File: src/ipd_pkg.sv
// ----------------------------------------------------------------------------
// ipd_pkg: shared types and constants for the IR pulse-distance frame decoder
// Holds register codes, reset values and the structs passed between modules.
// ----------------------------------------------------------------------------
package ipd_pkg;

  localparam int unsigned FRAME_BITS_DEF = 32;
  localparam int unsigned INTERVAL_W     = 16;
  localparam int unsigned CFG_IDX_W      = 3;
  localparam int unsigned FRAME_W        = 32;

  typedef logic [CFG_IDX_W-1:0]  cfg_idx_t;
  typedef logic [INTERVAL_W-1:0] interval_t;

  localparam cfg_idx_t REG_HEADER_MIN = 3'd0;
  localparam cfg_idx_t REG_HEADER_MAX = 3'd1;
  localparam cfg_idx_t REG_SHORT_MIN  = 3'd2;
  localparam cfg_idx_t REG_BIT_SPLIT  = 3'd3;
  localparam cfg_idx_t REG_LONG_MAX   = 3'd4;

  localparam interval_t HEADER_MIN_RST = 16'd8000;
  localparam interval_t HEADER_MAX_RST = 16'd14000;
  localparam interval_t SHORT_MIN_RST  = 16'd700;
  localparam interval_t BIT_SPLIT_RST  = 16'd1450;
  localparam interval_t LONG_MAX_RST   = 16'd3000;

  typedef struct packed {
    interval_t header_min;
    interval_t header_max;
    interval_t short_min;
    interval_t bit_split;
    interval_t long_max;
  } ipd_cfg_t;

  // Window hits for one interval
  typedef struct packed {
    logic hdr;
    logic one;
    logic zero;
  } ipd_class_t;

  typedef struct packed {
    logic       frame_ok;
    logic [7:0] command_check_byte;
    logic [7:0] command_byte;
    logic [7:0] address_check_byte;
    logic [7:0] address_byte;
  } ipd_result_t;

  typedef struct packed {
    logic       receiving;
    logic [5:0] bit_count;
  } ipd_status_t;

endpackage

File: src/ir_pulse_distance_frame_decoder_unit.sv
// ----------------------------------------------------------------------------
// ir_pulse_distance_frame_decoder_unit: NEC-style IR frame decoder
// Decodes receiver edge intervals into 32-bit frames with a check flag.
// ----------------------------------------------------------------------------
//  channel | direction | handshake           | payload
//  --------+-----------+---------------------+---------------------------------
//  in_     | slave     | in_tvalid/in_tready | tdata[15:0] edge_interval
//  out_    | master    | out_tvalid/tready   | tdata 4 frame bytes, tuser ok
//  cfg_    | slave     | cfg_valid/cfg_ready | cfg_index, cfg_data[15:0]
//
// One transaction per cycle while the output does not stall: an interval lands
// in the input register, then the window compare and frame update run
// combinationally into the output register.
// Reset (synchronous, rst_n low) restores the default windows and goes idle.
// A stalled result holds the output register; the input register then holds
// and in_tready drops only once both registers are full.
// cfg_ready is always high; writes are expected while the block is idle.
// ----------------------------------------------------------------------------
module ir_pulse_distance_frame_decoder_unit import ipd_pkg::*; #(
  parameter int unsigned FRAME_BITS = FRAME_BITS_DEF
) (
  input  logic                  clk,
  input  logic                  rst_n,
  // Input stream
  input  logic                  in_tvalid,
  output logic                  in_tready,
  input  logic [15:0]           in_tdata,   // [15:0] edge_interval
  // Result stream
  output logic                  out_tvalid,
  input  logic                  out_tready,
  output logic [31:0]           out_tdata,  // [7:0] address_byte,
                                            // [15:8] address_check_byte,
                                            // [23:16] command_byte,
                                            // [31:24] command_check_byte
  output logic                  out_tuser,  // [0] frame_ok
  // Configuration writes
  input  logic                  cfg_valid,
  output logic                  cfg_ready,
  input  logic [CFG_IDX_W-1:0]  cfg_index,
  input  logic [15:0]           cfg_data
);

  ipd_cfg_t    cfg_r;
  logic        in_valid_r;
  interval_t   in_data_r;
  logic        out_valid_r;
  ipd_result_t out_data_r;
  logic        proc;
  ipd_class_t  cls;
  logic        res_valid;
  ipd_result_t res;
  ipd_status_t status;

  assign cfg_ready = 1'b1;

  // Register file; unknown indexes are dropped
  always_ff @(posedge clk) begin
    if (!rst_n) begin
      cfg_r.header_min <= HEADER_MIN_RST;
      cfg_r.header_max <= HEADER_MAX_RST;
      cfg_r.short_min  <= SHORT_MIN_RST;
      cfg_r.bit_split  <= BIT_SPLIT_RST;
      cfg_r.long_max   <= LONG_MAX_RST;
    end else if (cfg_valid && cfg_ready) begin
      case (cfg_index)
        REG_HEADER_MIN: cfg_r.header_min <= cfg_data;
        REG_HEADER_MAX: cfg_r.header_max <= cfg_data;
        REG_SHORT_MIN:  cfg_r.short_min  <= cfg_data;
        REG_BIT_SPLIT:  cfg_r.bit_split  <= cfg_data;
        REG_LONG_MAX:   cfg_r.long_max   <= cfg_data;
        default: ;
      endcase
    end
  end

  // Advance the held interval whenever the output slot is free or draining
  assign proc      = in_valid_r && (!out_valid_r || out_tready);
  assign in_tready = !in_valid_r || proc;

  always_ff @(posedge clk) begin
    if (!rst_n) begin
      in_valid_r <= 1'b0;
    end else if (in_tready) begin
      in_valid_r <= in_tvalid;
    end
  end

  always_ff @(posedge clk) begin
    if (in_tvalid && in_tready) begin
      in_data_r <= in_tdata;
    end
  end

  ipd_classify u_classify (
    .cfg      (cfg_r),
    .interval (in_data_r),
    .cls      (cls)
  );

  ipd_frame #(
    .FRAME_BITS (FRAME_BITS)
  ) u_frame (
    .clk       (clk),
    .rst_n     (rst_n),
    .en        (proc),
    .cls       (cls),
    .res_valid (res_valid),
    .res       (res),
    .status    (status)
  );

  // Result register: load a finished frame, drop valid once taken
  always_ff @(posedge clk) begin
    if (!rst_n) begin
      out_valid_r <= 1'b0;
    end else if (res_valid) begin
      out_valid_r <= 1'b1;
    end else if (out_tready) begin
      out_valid_r <= 1'b0;
    end
  end

  always_ff @(posedge clk) begin
    if (res_valid) begin
      out_data_r <= res;
    end
  end

  assign out_tvalid = out_valid_r;
  assign out_tdata  = {out_data_r.command_check_byte, out_data_r.command_byte,
                       out_data_r.address_check_byte, out_data_r.address_byte};
  assign out_tuser  = out_data_r.frame_ok;

`ifndef NO_ASSERTIONS
  // A result only loads when the output slot is free or being taken
  a_no_overwrite: assert property (@(posedge clk) disable iff (!rst_n)
    res_valid |-> (!out_valid_r || out_tready))
    else $error("result overwrote a pending output");

  // Completing a frame returns the assembler to idle
  a_idle_after_frame: assert property (@(posedge clk) disable iff (!rst_n)
    res_valid |=> !status.receiving && (status.bit_count == 6'd0))
    else $error("assembler still receiving after frame");

  // The bit counter never reaches the frame length
  a_count_range: assert property (@(posedge clk) disable iff (!rst_n)
    status.bit_count < 6'(FRAME_BITS))
    else $error("bit counter out of range");

  // A held interval keeps its value while the output stalls
  a_input_hold: assert property (@(posedge clk) disable iff (!rst_n)
    (in_valid_r && !proc) |=> (in_valid_r && $stable(in_data_r)))
    else $error("input register lost a stalled interval");
`endif

endmodule

File: src/ipd_classify.sv
// ----------------------------------------------------------------------------
// ipd_classify: interval window compare
// Tests one edge interval against the header, zero and one windows.
// ----------------------------------------------------------------------------
module ipd_classify import ipd_pkg::*; (
  input  ipd_cfg_t   cfg,
  input  interval_t  interval,
  output ipd_class_t cls
);

  // All bounds are exclusive
  assign cls.hdr  = (interval > cfg.header_min) && (interval < cfg.header_max);
  assign cls.one  = (interval > cfg.bit_split)  && (interval < cfg.long_max);
  assign cls.zero = (interval > cfg.short_min)  && (interval < cfg.bit_split);

endmodule

File: src/ipd_frame.sv
// ----------------------------------------------------------------------------
// ipd_frame: frame assembler
// Tracks the receive state, shifts bits into byte lanes and flags a full frame.
// ----------------------------------------------------------------------------
module ipd_frame import ipd_pkg::*; #(
  parameter int unsigned FRAME_BITS = FRAME_BITS_DEF
) (
  input  logic        clk,
  input  logic        rst_n,
  input  logic        en,
  input  ipd_class_t  cls,
  output logic        res_valid,
  output ipd_result_t res,
  output ipd_status_t status
);

  localparam int unsigned CNT_W = $clog2(FRAME_BITS + 1);

  logic             receiving_r, receiving_nxt;
  logic [CNT_W-1:0] bit_count_r, bit_count_nxt;
  logic [FRAME_W-1:0] frame_r, frame_nxt;
  logic [CNT_W-1:0] count_inc;
  logic [5:0]       count_ext;
  logic [1:0]       lane;
  logic             take_bit;

  assign count_ext = 6'(bit_count_r);
  assign lane      = count_ext[4:3];
  assign count_inc = bit_count_r + 1'b1;
  assign take_bit  = receiving_r && (cls.one || cls.zero);

  always_comb begin
    receiving_nxt = receiving_r;
    bit_count_nxt = bit_count_r;
    frame_nxt     = frame_r;
    res_valid     = 1'b0;
    if (en && cls.hdr) begin
      receiving_nxt = 1'b1;
      bit_count_nxt = '0;
    end else if (en && take_bit) begin
      // Shift the active byte right, new bit into its top
      for (int l = 0; l < 4; l++) begin
        if (lane == 2'(l)) begin
          frame_nxt[l*8 +: 8] = {cls.one, frame_r[l*8+1 +: 7]};
        end
      end
      if (count_inc == CNT_W'(FRAME_BITS)) begin
        bit_count_nxt = '0;
        receiving_nxt = 1'b0;
        res_valid     = 1'b1;
      end else begin
        bit_count_nxt = count_inc;
      end
    end
  end

  always_ff @(posedge clk) begin
    if (!rst_n) begin
      receiving_r <= 1'b0;
      bit_count_r <= '0;
      frame_r     <= '0;
    end else begin
      receiving_r <= receiving_nxt;
      bit_count_r <= bit_count_nxt;
      frame_r     <= frame_nxt;
    end
  end

  assign res.address_byte       = frame_nxt[7:0];
  assign res.address_check_byte = frame_nxt[15:8];
  assign res.command_byte       = frame_nxt[23:16];
  assign res.command_check_byte = frame_nxt[31:24];
  assign res.frame_ok           = (frame_nxt[23:16] == ~frame_nxt[31:24]);

  assign status.receiving = receiving_r;
  assign status.bit_count = 6'(bit_count_r);

endmodule
File: config.mk
export PLATFORM = sky130hd
export DESIGN_NAME = ir_pulse_distance_frame_decoder_unit
export DESIGN_NICKNAME = d
export VERILOG_FILES = /design/src/ipd_pkg.sv /design/src/ir_pulse_distance_frame_decoder_unit.sv /design/src/ipd_classify.sv /design/src/ipd_frame.sv
export SDC_FILE = /design/constraint.sdc
export NUM_CORES = 1
export LEC_CHECK = 0
export BUFFER_PORTS_ARGS = -buffer_cell sky130_fd_sc_hd__buf_2
export CORE_AREA = 5 5 176 178
export CTS_CLUSTER_DIAMETER = 200
export DETAILED_ROUTE_END_ITERATION = 6
export DIE_AREA = 0 0 181 183
export PLACE_DENSITY = 0.53
export RECOVER_POWER = 50
export SKIP_CTS_REPAIR_TIMING = 1
export SLEW_MARGIN = 20
export SYNTH_ARGS = -nofsm -noshare
export SYNTH_HDL_FRONTEND = slang
export SYNTH_HIERARCHICAL = 1
export SYNTH_SLANG_ARGS = --single-unit
export TNS_END_PERCENT = 20
File: constraint.sdc
create_clock -name clk -period 5.42 [get_ports clk]
set_input_delay 0.542 -clock clk [delete_from_list [all_inputs] [get_ports clk]]
set_output_delay 0.542 -clock clk [all_outputs]
set_load 0.02 [all_outputs]
==> results_dict.tcl, run 1 <==
set metrics [dict create \
    status "complete, but fails checks" \
    violations "max-capacitance violations, max-slew violations" \
    cap_violations 1 \
    detail-route-antenna-nets 0 \
    grt_pass1_vias 5793 \
    drive_gt1_frac 0.135 \
    cts_tree "built" \
    dieWidth_um 181 \
    start_kind "register" \
    coreArea_um2 29200 \
    fmax_ghz 0.238 \
    ff2ff_setup_slack_ns 1.22 \
    dr.pass1.iters 4 \
    dp_hpwl_um 14300 \
    worstHoldPathType "primary input to register" \
    hold_viol 0 \
    crit_path_end_kind "register" \
    post_dp_cell_area_um2 9390 \
    hold_depth 1 \
    hold-path-endpoint "in_data_r[0]$_DFFE_PP_" \
    fillers 2956 \
    vdd_ir_drop_max_mv 0.142 \
    cts_buffers 17 \
    worstSkewPairLatency_ns 0.43 \
    htree_num_levels 4 \
    grt-ovfl-total 0 \
    crit_type "register to register" \
    syn_nets 925 \
    fin_crit_sh 0.775 \
    grt_max_degree 83 \
    wl_per_cell_um 15.2 \
    clkTransAtPathRegs_ns 0.08 \
    gp_congestion 0.785 \
    setup_tns_ns 0 \
    dr_total_vias 5679 \
    die-area_um2 33100 \
    drt-initial-drc-count 186 \
    area_growth_pct 15.9 \
    grtUsageTotal 0.121 \
    antenna_found_initial 1 \
    io_buffers 74 \
    root_buffer "clkbuf_16" \
    finalNetCount 996 \
    reg2reg_to "out_tuser$_DFFE_PP_" \
    maxSlewViolCount 83 \
    postLayoutCellArea_um2 9930 \
    route.detailed.drc 0 \
    ys_warn_count 6 \
    row_count 63 \
    initial_utilization 0.293 \
    cp.required_ns 5.68 \
    rsz0062_at_grt "false" \
    finalPower_w 0.00278 \
    critPathMaxFanout 12 \
    clk_path_buf_depth 2 \
    num_antenna_cells 0 \
    power_density_nw_per_um2 280 \
    synth_area_um2 8570 \
    r2r-start "in_data_r[1]$_DFFE_PP_" \
    die_y_um 183 \
    routed_wl_um 19500 \
    worst_pin_slew_ns 3.41 \
    timing.final.crit_period_ns 4.20 \
    max_slew_margin -1.27 \
    min_from "in_tdata[0]" \
    arrival_ns 4.46 \
    reg2reg_depth 12 \
    grt_first_pass_wirelength_um 31600 \
    setup_violations 0 \
    syn_avg_cell_area_um2 10.6 \
    p_leak_nw 4.26 \
    clock-sinks 170 \
    syn_inst 806 \
    finClkSkew_ns 0.0174 \
    io_pins 76 \
    viasPerCell 4.44 \
]
[cell type report]
class / count / area [um^2] / area share
Clock buffer: 17 / 425 / 0.0428
Multi-Input combinational cell: 521 / 4260 / 0.429
Clock inverter: 15 / 171 / 0.0173
Tap cell: 390 / 488 / 0.0491
Sequential cell: 170 / 3890 / 0.392
Inverter: 84 / 315 / 0.0318
Timing Repair Buffer: 83 / 380 / 0.0383
[where the power goes]
part	leakage (nW)	switching [W]	internal (W)	total, W
sequential	1.38	0.0000221	0.00133	0.00135
combinational	2.59	0.000128	0.0000949	0.000223
clock	0.285	0.000585	0.000622	0.00121
total	4.26	0.000735	0.00204	0.00278
[layer usage]
metal / vias up / part of all wire / track usage / wire (um)
li1: 2925 / - / - / -
met1: 2681 / 0.50 / 0.164 / 9790
met2: 62 / 0.46 / 0.197 / 9060
met3: 9 / 0.024 / 0.0246 / 458
met4: 2 / 0.0084 / 0.0318 / 163
met5: - / 0.00036 / 0 / 7
[worst max-delay path, cell delays in order, from the launching register on]
cell       delay (ns)
edfxtp_1         0.50
ha_1             0.34
nor2b_4          0.13
o211ai_2         0.16
a2111oi_1        0.10
or4_1            0.52
and4bb_1         0.33
o211ai_2         0.64
or4b_1           0.55
mux2i_4          0.35
xor2_1           0.17
nand3_1          0.11
nor4_2           0.13
[cells in the final DEF, fill, tap and decap left out, drive strengths merged, types with 4 or more instances in the layout]
cell type	n
dfxtp	121
inv	91
mux2i	89
ha	79
nand2	77
clkbuf	60
nor2b	57
edfxtp	49
buf	40
mux2	29
a21oi	28
and2	27
nand4	15
nor2	13
a21o	12
xnor2	12
nand3	9
o21ai	7
clkinv	6
xor2	5
o21a	4
a2111oi	4
o211ai	4
a211oi	4
nor3	4
[state kept, by name, indices dropped and copies added, names as in the netlist]
name	cells
in_data_r	16
cfg_r	80
out_tdata	32
out_tuser	1
u_frame/receiving_r	1
u_frame/bit_count_r	6
u_frame/frame_r	32
in_valid_r	1
out_tvalid	1
[worst max-delay path by stage]
stage | to | cells past startpoint | slack (ns) | start
2_1_floorplan | out_tdata[0]$_DFFE_PP_ | 9 | 0.45 | in_data_r[14]$_DFFE_PP_
3_3_place_gp | out_tuser$_DFFE_PP_ | 12 | 1.33 | in_data_r[1]$_DFFE_PP_
3_5_place_dp | out_tuser$_DFFE_PP_ | 12 | 1.23 | in_data_r[1]$_DFFE_PP_
4_1_cts | out_tuser$_DFFE_PP_ | 12 | 1.21 | in_data_r[1]$_DFFE_PP_
5_1_grt | cfg_r[39]$_SDFFE_PN1P_ | 4 | 0.74 | rst_n
6_report | out_tuser$_DFFE_PP_ | 12 | 1.22 | in_data_r[1]$_DFFE_PP_
[metrics by stage]
stage,setup WS [ns],instances,util,hold WS (ns)
final,1.22,1280,0.340,0.289
after global routing,0.735,1280,0.340,0.268
after CTS,1.21,1280,0.342,0.267
after detailed placement,1.23,1248,0.321,0.452
after global placement,1.33,1248,0.321,0.444
after floorplan,0.448,806,-,0.435
No activity file was read; power rests on OpenSTA's default activity.
==> run 2, diff against run 1 <==
--- a/config.mk
+++ b/config.mk
@@ -5,12 +5,13 @@
 export SDC_FILE = /design/constraint.sdc
 export NUM_CORES = 1
 export LEC_CHECK = 0
+export ABC_AREA = 1
 export BUFFER_PORTS_ARGS = -buffer_cell sky130_fd_sc_hd__buf_2
-export CORE_AREA = 5 5 176 178
+export CORE_AREA = 5 5 181 183
 export CTS_CLUSTER_DIAMETER = 200
 export DETAILED_ROUTE_END_ITERATION = 6
-export DIE_AREA = 0 0 181 183
-export PLACE_DENSITY = 0.53
+export DIE_AREA = 0 0 186 188
+export PLACE_DENSITY = 0.55
 export RECOVER_POWER = 50
 export SKIP_CTS_REPAIR_TIMING = 1
 export SLEW_MARGIN = 20
==> constraint.sdc (replaced) <==
create_clock -name clk -period 3.75 [get_ports clk]
set_input_delay 0.375 -clock clk [delete_from_list [all_inputs] [get_ports clk]]
set_output_delay 0.375 -clock clk [all_outputs]
set_load 0.02 [all_outputs]
==> results_dict.tcl, run 2 <==
set metrics [dict create \
    clockPowerShare 0.444 \
    gp_congestion 0.870 \
    syn_inst 1207 \
    setup_violations 0 \
    maxSlewViolCount 84 \
    clk_path_buf_depth 2 \
    arrival_ns 3.40 \
    status "complete, but fails checks" \
    viasPerCell 4.45 \
    dp_cells 1657 \
    syn_nets 1326 \
    finalPower_w 0.00436 \
    reg2reg_depth 17 \
    cap_violations 1 \
    clock-sinks 170 \
    hold_depth 1 \
    p_leak_nw 4.97 \
    die_y_um 188 \
    pwr-share-comb 0.104 \
    internal_power_w 0.00323 \
    io_buffers 74 \
    min_from "in_tdata[11]" \
    grt_first_pass_wirelength_um 37700 \
    crit_path_end_kind "register" \
    routed_wl_um 23200 \
    num_antenna_cells 0 \
    crit_type "register to register" \
    finClkSkew_ns 0.00966 \
    initial_utilization 0.293 \
    start_kind "register" \
    fin_cells 1689 \
    cts_buffers 17 \
    r2r-start "in_data_r[9]$_DFFE_PP_" \
    grt_max_degree 84 \
    coreArea_um2 31100 \
    finalNetCount 1393 \
    drt-initial-drc-count 386 \
    antenna_found_initial 0 \
    switching_share 0.260 \
    hold-path-endpoint "in_data_r[11]$_DFFE_PP_" \
    violations "max-capacitance violations, max-slew violations" \
    dr.pass1.iters 4 \
    wl_per_cell_um 13.7 \
    cts_tree "built" \
    hold_viol 0 \
    htree_num_levels 4 \
    die-area_um2 35000 \
    reg2reg_to "out_tuser$_DFFE_PP_" \
    fmax_ghz 0.311 \
    row_count 65 \
    timing.final.crit_period_ns 3.21 \
    io_pins 76 \
    route.detailed.drc 0 \
    final_cell_mix "nand2_1, inv_1, nor2_1" \
    power_density_nw_per_um2 418 \
    worst_pin_slew_ns 1.83 \
    worstSetupStartpoint "in_data_r[9]$_DFFE_PP_" \
    vdd_ir_drop_max_mv 0.310 \
    worstHoldPathType "primary input to register" \
    layout_commonest_cell "nand2_1" \
    p_switching_w 0.00113 \
    grt_pass1_vias 7357 \
    dp_hpwl_um 16500 \
    ys_warn_count 6 \
    largest_register_ffs 80 \
    clkTransAtPathRegs_ns 0.07 \
    dr_total_vias 7515 \
    syn_avg_cell_area_um2 7.54 \
    fin_crit_sh 0.857 \
    dieWidth_um 186 \
    seqPwrFrac 0.453 \
    setup_tns_ns 0 \
    ff2ff_setup_slack_ns 0.54 \
    cp.required_ns 3.94 \
    worstSkewPairLatency_ns 0.44 \
    detail-route-antenna-nets 0 \
    rsz0062_at_grt "false" \
    grtUsageTotal 0.136 \
    root_buffer "clkbuf_16" \
    max_slew_margin -0.218 \
    drive_gt1_frac 0.0932 \
    critPathMaxFanout 27 \
    synth_area_um2 9100 \
    regMostFlops "cfg_r" \
    grt-ovfl-total 0 \
    area_growth_pct 14.8 \
]
## run 2: stage by stage
step           utilization  setup WS [ns]  cell area, um^2  hold slack [ns]
6_report             0.336          0.536            10500            0.113
5_1_grt              0.336          0.180            10500           0.0957
4_1_cts              0.338          0.282            10500           0.0902
3_5_place_dp         0.317          0.296             9860            0.450
3_3_place_gp         0.317          0.354             9860            0.443
2_1_floorplan            -          0.971             9100            0.429
## run 2: how the worst max path moves through the flow
stage                     slack [ns]                      to
after floorplan                 0.97  out_tdata[0]$_DFFE_PP_
after global placement          0.35     out_tuser$_DFFE_PP_
after detailed placement        0.30     out_tuser$_DFFE_PP_
after CTS                       0.28     out_tuser$_DFFE_PP_
after global routing            0.18     out_tuser$_DFFE_PP_
final                           0.54     out_tuser$_DFFE_PP_
## run 2: area by class of cell
| cell class | count | area, um^2 |
|---|---|---|
| Clock buffer | 18 | 429 |
| Clock inverter | 14 | 209 |
| Fill cell | 3309 | 20600 |
| Inverter | 195 | 732 |
| Multi-Input combinational cell | 804 | 4260 |
| Sequential cell | 170 | 3890 |
| Tap cell | 402 | 503 |
| Timing Repair Buffer | 86 | 419 |
## run 2: worst max-delay path: stages, from the launching register on
cell and delay [ns]:
edfxtp_1 0.52, ha_1 0.35, a21oi_1 0.14, o21ai_0 0.15
nand2_1 0.09, nand2_1 0.06, a21oi_1 0.12, nor2_1 0.08
buf_4 0.16, inv_1 0.16, nand3_4 0.29, buf_12 0.27
o21ai_0 0.26, nand2_1 0.09, nand2_1 0.07, nor2_1 0.04
nand2_1 0.06, nor2_1 0.04
## run 2: per-layer routing
layer	up-vias	track usage	part of all wire
met5	-	0	0
met4	0	0.0499	0.025
met3	40	0.0256	0.037
met2	135	0.223	0.46
met1	3390	0.177	0.47
li1	3950	-	-
## run 2: power by group through the flow
stage,Sequential [W],Combinational (W),Clock [W]
after CTS,0.00198,0.000454,0.00199
final,0.00197,0.000452,0.00194
after global placement,0.00202,0.000444,0
after floorplan,0.00200,0.000318,0
after detailed placement,0.00202,0.000449,0
after global routing,0.00198,0.000523,0.00206
==> run 3, diff against run 2 <==
--- a/config.mk
+++ b/config.mk
@@ -6,13 +6,12 @@
 export NUM_CORES = 1
 export LEC_CHECK = 0
 export ABC_AREA = 1
-export BUFFER_PORTS_ARGS = -buffer_cell sky130_fd_sc_hd__buf_2
+export BUFFER_PORTS_ARGS = -buffer_cell sky130_fd_sc_hd__buf_4
 export CORE_AREA = 5 5 181 183
 export CTS_CLUSTER_DIAMETER = 200
 export DETAILED_ROUTE_END_ITERATION = 6
 export DIE_AREA = 0 0 186 188
 export PLACE_DENSITY = 0.55
-export RECOVER_POWER = 50
 export SKIP_CTS_REPAIR_TIMING = 1
 export SLEW_MARGIN = 20
 export SYNTH_ARGS = -nofsm -noshare
==> results_dict.tcl, run 3 (same netlist as run 2, synthesis figures left out) <==
set metrics [dict create \
    dp_hpwl_um 16400 \
    holdWs_ns 0.112 \
    worst_pin_slew_ns 0.920 \
    io_pins 76 \
    initial_utilization 0.293 \
    htree_num_levels 4 \
    max_stage_delay_ns 0.53 \
    start_kind "register" \
    path_cells "ha_1 > nand2_1 > nor2_2 > a21boi_2 > nor2_2 > nand3_2 > nand2_2 > nor2_2 > inv_2 > nand2_1 > nand3_2 > buf_12 > o21ai_0 > nand2_1 > nand2_1 > nor2_1 > nand2_1 > nor2_1" \
    cp_num_cells 18 \
    dp_cells 1656 \
    drt-initial-drc-count 459 \
    status "finished, final reports clean" \
    grt-ovfl-total 0 \
    finClkSkew_ns 0.00994 \
    cp_common_cell "nand2_1" \
    finalNetCount 1392 \
    clkTransAtPathRegs_ns 0.07 \
    regMostFlops "cfg_r" \
    critPathMaxFanout 32 \
    crit_path_end_kind "register" \
    routed.top_layer "met4" \
    vdd_ir_drop_max_mv 0.300 \
    largest_register_ffs 80 \
    gp_congestion 0.840 \
    drive_gt1_frac 0.123 \
    worstSkewPairLatency_ns 0.44 \
    num_antenna_cells 0 \
    wl_met1_um 11200 \
    max_slew_margin 0.386 \
    cap_violations 0 \
    setup_tns_ns 0 \
    arrival_ns 3.53 \
    cts_buffers 17 \
    wl_per_cell_um 13.6 \
    viasPerCell 4.45 \
    routed_wl_um 22900 \
    final_cell_mix "nand2_1, inv_1, nor2_1" \
    hold_viol 0 \
    cp.required_ns 3.94 \
    layout_commonest_cell "nand2_1" \
    die_y_um 188 \
    dr.pass1.iters 5 \
    timing.final.crit_period_ns 3.34 \
    cts_tree "built" \
    grt_max_degree 51 \
    grt_first_pass_wirelength_um 36800 \
    endpoint "out_tuser$_DFFE_PP_" \
    dieWidth_um 186 \
    detail-route-antenna-nets 0 \
    fmax_ghz 0.299 \
    antenna_found_initial 0 \
    grtUsageTotal 0.133 \
    area_growth_pct 16.7 \
    root_buffer "clkbuf_16" \
    utilization 0.342 \
    maxSlewViolCount 0 \
    crit_slowest_cell "edfxtp_1" \
    die-area_um2 35000 \
    power_density_nw_per_um2 398 \
    grt_pass1_vias 7214 \
    setup_violations 0 \
    clock-sinks 170 \
    dr_total_vias 7512 \
    row_count 65 \
    worst-path-buf-inv 2 \
    r2r-start "in_data_r[13]$_DFFE_PP_" \
    reg2reg_depth 18 \
    reg2reg_to "out_tuser$_DFFE_PP_" \
    rsz0062_at_grt "false" \
    dr_wl_met3_um 878 \
    clk_path_buf_depth 2 \
    fin_crit_sh 0.891 \
    io_buffers 74 \
    crit_family "simple AND/OR/NAND/NOR gates" \
    ff2ff_setup_slack_ns 0.41 \
    crit_type "register to register" \
    fin_cells 1688 \
    coreArea_um2 31100 \
    worstSetupStartpoint "in_data_r[13]$_DFFE_PP_" \
    worstHoldPathType "primary input to register" \
    p_leak_nw 5.11 \
    wl_met2_um 10400 \
    route.detailed.drc 0 \
]
[run 3: worst min-delay path by stage]
| stage | from | end | slack, ns | cells after the start |
|---|---|---|---|---|
| 2_1_floorplan | cfg_r[17]$_SDFFE_PN1P_ | cfg_r[17]$_SDFFE_PN1P_ | 0.43 | 2 |
| 6_report | in_tdata[10] | in_data_r[10]$_DFFE_PP_ | 0.11 | 1 |
| 3_5_place_dp | cfg_r[17]$_SDFFE_PN1P_ | cfg_r[17]$_SDFFE_PN1P_ | 0.45 | 2 |
| 4_1_cts | in_tdata[2] | in_data_r[2]$_DFFE_PP_ | 0.09 | 1 |
| 3_3_place_gp | cfg_r[23]$_SDFFE_PN1P_ | cfg_r[23]$_SDFFE_PN1P_ | 0.44 | 2 |
| 5_1_grt | in_tdata[2] | in_data_r[2]$_DFFE_PP_ | 0.09 | 1 |
[run 3: cell type report]
type	count	area (um^2)
Fill cell	3268	20400
Multi-Input combinational cell	804	4260
Sequential cell	170	3890
Inverter	195	732
Timing Repair Buffer	85	651
Tap cell	402	503
Clock buffer	18	429
Clock inverter	14	160
[run 3: worst reg2reg max path, cell delays in order, from the launching register on]
cell	delay (ns)
edfxtp_1	0.53
ha_1	0.36
nand2_1	0.07
nor2_2	0.14
a21boi_2	0.20
nor2_2	0.08
nand3_2	0.08
nand2_2	0.05
nor2_2	0.17
inv_2	0.11
nand2_1	0.09
nand3_2	0.35
buf_12	0.32
o21ai_0	0.25
nand2_1	0.08
nand2_1	0.08
nor2_1	0.05
nand2_1	0.05
nor2_1	0.03
[run 3: power by group]
group          leakage (nW)  internal [W]  switching (W)
clock network         0.288       0.00100       0.000797
logic                  3.39      0.000168       0.000289
registers              1.44       0.00193      0.0000425
total                  5.11       0.00310        0.00113
[run 3: metal layers]
metal | vias up | track usage
met5 | - | 0
met4 | 0 | 0.0401
met3 | 22 | 0.0242
met2 | 132 | 0.217
met1 | 3404 | 0.178
li1 | 3954 | -
[run 3: per-stage QoR]
stage	setup slack, ns	total power (W)	cell area (um^2)
floorplan	0.971	0.00232	9100
global placement	0.382	0.00247	10000
detailed placement	0.430	0.00248	10000
CTS	0.401	0.00428	10600
global route	0.0129	0.00441	10600
finish	0.409	0.00423	10600
